==> src/hw/rtl/rvps_pkg.sv <==
// Package: shared types, constants and command structs for the position sizer.
`timescale 1ns / 1ps
package rvps_pkg;

   localparam int QOne  = 65536;
   localparam int QHalf = 32768;

   // configuration register indexes
   typedef enum logic [2:0] {
      REG_HURST_CEILING = 3'd0,
      REG_FACTOR_NEUTRAL = 3'd1,
      REG_FACTOR_HIGH   = 3'd2,
      REG_FACTOR_LOW    = 3'd3,
      REG_VOL_TARGET    = 3'd4,
      REG_VOL_FLOOR     = 3'd5,
      REG_VOL_CAP       = 3'd6,
      REG_CHANGE_RATIO  = 3'd7
   } reg_index_type;

   localparam logic CMD_HURST = 1'b0;
   localparam logic CMD_VOL   = 1'b1;

   typedef enum logic [3:0] {
      ST_IDLE,
      ST_REGIME,
      ST_RDIV,
      ST_VDIV,
      ST_VCLAMP,
      ST_MULT,
      ST_CHG_A,
      ST_CHG_B,
      ST_COMMIT,
      ST_OUT
   } state_type;

   // controller -> datapath commands
   typedef struct packed {
      logic load;       // capture input item and start
      logic regime;     // evaluate regime cases, prepare division
      logic rdiv_start;
      logic vdiv_start;
      logic div_step;
      logic vclamp;
      logic mult;
      logic chg_a;
      logic chg_b;
      logic commit;
   } cmd_type;

   // datapath -> controller status
   typedef struct packed {
      logic div_done;
      logic rdiv_needed;
      logic vdiv_needed;
   } status_type;

   localparam int DivBits = 48;
   localparam logic [5:0] DivSteps = 6'(DivBits);

endpackage

==> src/hw/rtl/rvps_ctrl.sv <==
// Controller: sequences one item through regime, division, multiply and change test.
`timescale 1ns / 1ps
module rvps_ctrl (
   input  logic                   clock,
   input  logic                   reset,
   input  logic                   req_tvalid,
   output logic                   req_tready,
   input  logic                   req_cmd,
   input  logic                   req_sample_pos,
   output logic                   rsp_tvalid,
   input  logic                   rsp_tready,
   output rvps_pkg::cmd_type      cmd,
   input  rvps_pkg::status_type   status
);

   rvps_pkg::state_type state_ff, state_in;

   always_ff @(posedge clock) begin
      if (reset) begin
         state_ff <= rvps_pkg::ST_IDLE;
      end else begin
         state_ff <= state_in;
      end
   end

   // next state
   always_comb begin
      state_in = state_ff;
      case (state_ff)
         rvps_pkg::ST_IDLE: begin
            if (req_tvalid && !(req_cmd == rvps_pkg::CMD_VOL && !req_sample_pos)) begin
               state_in = rvps_pkg::ST_REGIME;
            end
         end
         rvps_pkg::ST_REGIME: begin
            if (status.rdiv_needed) state_in = rvps_pkg::ST_RDIV;
            else if (status.vdiv_needed) state_in = rvps_pkg::ST_VDIV;
            else state_in = rvps_pkg::ST_VCLAMP;
         end
         rvps_pkg::ST_RDIV: begin
            if (status.div_done) begin
               state_in = status.vdiv_needed ? rvps_pkg::ST_VDIV : rvps_pkg::ST_VCLAMP;
            end
         end
         rvps_pkg::ST_VDIV: if (status.div_done) state_in = rvps_pkg::ST_VCLAMP;
         rvps_pkg::ST_VCLAMP: state_in = rvps_pkg::ST_MULT;
         rvps_pkg::ST_MULT:   state_in = rvps_pkg::ST_CHG_A;
         rvps_pkg::ST_CHG_A:  state_in = rvps_pkg::ST_CHG_B;
         rvps_pkg::ST_CHG_B:  state_in = rvps_pkg::ST_COMMIT;
         rvps_pkg::ST_COMMIT: state_in = rvps_pkg::ST_OUT;
         rvps_pkg::ST_OUT:    if (rsp_tready) state_in = rvps_pkg::ST_IDLE;
         default:             state_in = rvps_pkg::ST_IDLE;
      endcase
   end

   // outputs
   always_comb begin
      cmd = '0;
      req_tready = 1'b0;
      rsp_tvalid = 1'b0;
      case (state_ff)
         rvps_pkg::ST_IDLE: begin
            req_tready = 1'b1;
            // a volatility item of zero or below is taken and dropped
            cmd.load = req_tvalid && !(req_cmd == rvps_pkg::CMD_VOL && !req_sample_pos);
         end
         rvps_pkg::ST_REGIME: begin
            cmd.regime = 1'b1;
            cmd.rdiv_start = status.rdiv_needed;
            cmd.vdiv_start = !status.rdiv_needed && status.vdiv_needed;
         end
         rvps_pkg::ST_RDIV: begin
            cmd.div_step = !status.div_done;
            cmd.vdiv_start = status.div_done && status.vdiv_needed;
         end
         rvps_pkg::ST_VDIV:   cmd.div_step = !status.div_done;
         rvps_pkg::ST_VCLAMP: cmd.vclamp = 1'b1;
         rvps_pkg::ST_MULT:   cmd.mult = 1'b1;
         rvps_pkg::ST_CHG_A:  cmd.chg_a = 1'b1;
         rvps_pkg::ST_CHG_B:  cmd.chg_b = 1'b1;
         rvps_pkg::ST_COMMIT: cmd.commit = 1'b1;
         rvps_pkg::ST_OUT:    rsp_tvalid = 1'b1;
         default:             cmd = '0;
      endcase
   end

   // a result only appears after a commit
   a_out_after_commit: assert property (@(posedge clock) disable iff (reset)
      $rose(rsp_tvalid) |-> $past(state_ff) == rvps_pkg::ST_COMMIT)
      else $error("result without commit");
   // never accept while a result is pending
   a_no_accept_busy: assert property (@(posedge clock) disable iff (reset)
      rsp_tvalid |-> !req_tready)
      else $error("accept while result pending");
   // one division start at a time
   a_one_start: assert property (@(posedge clock) disable iff (reset)
      !(cmd.rdiv_start && cmd.vdiv_start))
      else $error("two divider starts");

endmodule

==> config.mk <==
export PLATFORM = sky130hd
export DESIGN_NAME = rvps_ctrl
export DESIGN_NICKNAME = d
export VERILOG_FILES = /design/src/hw/rtl/rvps_pkg.sv /design/src/hw/rtl/rvps_ctrl.sv
export SDC_FILE = /design/constraint.sdc
export NUM_CORES = 1
export LEC_CHECK = 0
export BUFFER_PORTS_ARGS = -buffer_cell sky130_fd_sc_hd__buf_2
export CORE_AREA = 5 5 42 44
export CTS_CLUSTER_DIAMETER = 50
export DETAILED_ROUTE_END_ITERATION = 6
export DIE_AREA = 0 0 47 49
export HOLD_SLACK_MARGIN = 0.03
export PLACE_DENSITY = 0.64
export SLEW_MARGIN = 20
export SYNTH_ARGS = -nofsm -noshare
export SYNTH_HDL_FRONTEND = slang
export SYNTH_SLANG_ARGS = --single-unit
==> constraint.sdc <==
create_clock -name clock -period 1.5 [get_ports clock]
set_input_delay 0 -clock clock [delete_from_list [all_inputs] [get_ports clock]]
set_output_delay 0 -clock clock [all_outputs]
set_load 0.01 [all_outputs]
==> flow_summary_export.csv <==
group,metric,value,unit
timing,fin_setup_tns,0,ns
cells_and_area,reg_top3,"state_ff: 4 flops",
setup_path,cp.depth,4,
routing,wl_per_cell,10.89,µm
timing,fmax,709.8,MHz
setup_path,critical-path-max-stage-delay,0.48,ns
logic_synthesis,synth_area,419.2,µm²
clock_tree,clk_latency,0.23,ns
clock_tree,post-cts-setup-buffer-count,0,
setup_path,path_buf_inv,0,
global_route,grt-ovfl-total,0,
clock_tree,cts_buffers,3,
cells_and_area,n_fill_cell,166,
setup_path,rrSetupSlack,0.09,ns
power_and_ir_drop,irDropWorstVdd,0.0006063,V
clock_tree,cts_num_sinks,4,
global_route,grt_pass1_wl,1807,µm
setup_path,r2r_start,"state_ff[3]$_SDFFE_PP0P_",
timing,rsz0062_at_grt,"no",
logic_synthesis,ys_ff_latch,4,
timing,period_needed,1.409,ns
timing,fin_skew,0.003402,ns
routing,vias_per_cell,4.684,
placed_design,place_congestion,0.8289,
cells_and_area,largest_register_ffs,4,
logic_synthesis,avgSynthCellArea,7.104,µm²
setup_path,startpoint_type,"flip-flop",
power_and_ir_drop,power_density,923.6,nW/µm²
logic_synthesis,yosysSeqAreaShare,0.1910,
routing,antenna_left,0,
setup_path,rr_worst_depth,4,
setup_path,crit_fanout,11,
clock_tree,path_clk_slew,0.04,ns
setup_path,endpoint_kind,"flip-flop",
global_route,grt_max_degree,15,
routing,drtIter0Drc,11,
setup_path,worstPathCellList,"nor3b_2, a21oi_1, or4b_1, o41ai_1",
floorplan,die_x,47,µm
floorplan,core-area,1401,µm²
timing,whs,0.1567,ns
logic_synthesis,yosys_warnings,0,
cells_and_area,final_cells,98,
cells_and_area,drive_above_1_share,0.3902,
global_route,antenna_found_initial,0,
routing,drc_errors,0,
setup_path,r2r_end,"state_ff[0]$_SDFFE_PP0P_",
floorplan,start_util,0.2991,
floorplan,num_rows,14,
clock_tree,cts.path.max_buffers,2,
min_path,hold_end,"state_ff[0]$_SDFFE_PP0P_",
timing,fin_crit_sh,0.9392,
placed_design,portBuffers,20,
placed_design,dp.final_hpwl,822.9,µm
logic_synthesis,synth_cell_type_count,27,
power_and_ir_drop,leakage,0.0002679,µW
routing,vias,459,
timing,hold_violations,0,
cells_and_area,syn2layout_area_growth,35.22,%
min_path,min_from,"req_tvalid",
job,max_cap_viol_count,0,
setup_path,critPathTopFamily,"simple AND/OR/NAND/NOR gates",
floorplan,io_pins,21,
logic_synthesis,synthCells,59,
min_path,holdPathStages,3,
clock_tree,clk_root_buffer_cell,"clkbuf_4",
setup_path,critPathArrivalTime,1.53,ns
routing,dr.pass1.iters,2,
setup_path,slowest_stage,"dfxtp_1",
min_path,hp-class,"in -> reg",
run_status,status,"complete, no violations",
setup_path,critPathKind,"reg -> reg",
placed_design,post-place-cells,94,
clock_tree,cts_htree_levels,1,
timing,worst_pin_slew,0.2922,ns
logic_synthesis,synth_fp_nets,68,
global_route,grt_pass1_vias,413,
timing,relSlewSlack,0.8026,
global_route,grt_util_all_layers,0.1049,
timing,maxSlewViolCount,0,
setup_path,cp-startpoint,"state_ff[3]$_SDFFE_PP0P_",
cells_and_area,nNetsFinal,93,
floorplan,die_y,49,µm
routing,wl,1067,µm
floorplan,dieArea,2303,µm²
cells_and_area,insertedDiodeCount,0,
setup_path,cp.required,1.62,ns
cells_and_area,top_register,"state_ff",
timing,setup_viol,0,
clock_tree,tritoncts,"built",
-- worst max path at each step --
| stage | end | slack, ns |
|---|---|---|
| floorplan | state_ff[1]$_SDFFE_PP0P_ | 0.15 |
| global placement | state_ff[2]$_SDFFE_PP0P_ | 0.15 |
| detailed placement | state_ff[0]$_SDFFE_PP0P_ | 0.08 |
| CTS | state_ff[0]$_SDFFE_PP0P_ | 0.09 |
| global route | state_ff[0]$_SDFFE_PP0P_ | 0.000009 |
| finish | state_ff[0]$_SDFFE_PP0P_ | 0.09 |
-- through the flow --
stage / cell area, µm² / util / power (µW) / setup WS [ns]
after floorplan: 419.2 / - / 305.6 / 0.1483
after global placement: 534.3 / 0.3813 / 390.7 / 0.1478
after detailed placement: 534.3 / 0.3813 / 390.2 / 0.08275
after CTS: 566.8 / 0.4045 / 535.2 / 0.08885
after global routing: 566.8 / 0.4045 / 571.5 / 0.000008993
final: 566.8 / 0.4045 / 523.5 / 0.09120
-- synth_stat cells --
master	number	area share
a211oi_1	1	0.018
a211oi_2	1	0.030
a21boi_2	1	0.027
a21oi_1	2	0.024
and2_1	2	0.030
and2b_1	1	0.018
and3_1	3	0.045
buf_2	1	0.012
buf_6	2	0.054
clkbuf_1	2	0.018
dfxtp_1	4	0.19
inv_1	1	0.0089
nand2_1	4	0.036
nand2b_1	4	0.060
nor2_1	8	0.072
nor2b_1	2	0.030
nor3_1	6	0.072
nor3b_2	1	0.030
nor4_2	1	0.030
o21ai_0	5	0.060
o21ba_2	1	0.024
o22a_1	1	0.021
o22ai_1	1	0.015
o41ai_1	1	0.021
or2b_1	1	0.018
or3_1	1	0.015
or4b_1	1	0.024
-- where the power goes --
group	switching, µW	total (µW)	internal (µW)	leakage (µW)
clock network	43.3	133	89.4	0.0000138
logic	139	259	120	0.000222
registers	11.3	132	121	0.0000326
-- per-layer routing --
layer | routed length [µm] | share of wire | vias up | GRT usage
met2 | 485 | 0.45 | 13 | 0.1312
li1 | - | - | 254 | -
met4 | 0 | 0 | 0 | 0.06912
met5 | 0 | 0 | - | 0
met1 | 517 | 0.48 | 192 | 0.1538
met3 | 64 | 0.060 | 0 | 0.02214
-- layout by cell type (no fill, tap or decap), drive strengths merged --
cell type	n
buf	24
dlygate4sd3	1
a21oi	2
o21ba	1
inv	1
clkbuf	3
nor2	8
or3	1
or4b	1
o41ai	1
nor4	1
and2	2
o22ai	1
nand2	4
nand2b	4
and2b	1
o22a	1
and3	3
dfxtp	4
or2b	1
nor3b	1
a21boi	1
a211oi	2
nor3	6
nor2b	2
o21ai	5
-- area by class of cell --
class	instances	area [µm²]	area share
Multi-Input combinational cell	49	300.3	0.5298
Tap cell	16	20.02	0.03532
Timing Repair Buffer	25	140.1	0.2472
Sequential cell	4	80.08	0.1413
Clock buffer	3	22.52	0.03974
Inverter	1	3.754	0.006623
-- worst min-delay path: cells and delay by family --
family	cells	cell delay, ns
compound gates	2	0.23
buf+inv	1	0.11
-- what timing repair did --
item	4_1_cts	5_1_grt
endpoints found under the setup margin	0	0
endpoints found under the hold margin	2	0
hold buffers	1	0
resized for setup	0	0
-- logic make-up after synthesis --
kind of cell	share of synthesized area
AND/OR/NAND/NOR	0.4776
AO/OA/AOI/OAI	0.2388
buffers and inverters	0.09252
flip-flops	0.1911
Note: power is estimated with default switching activity, not from simulation.
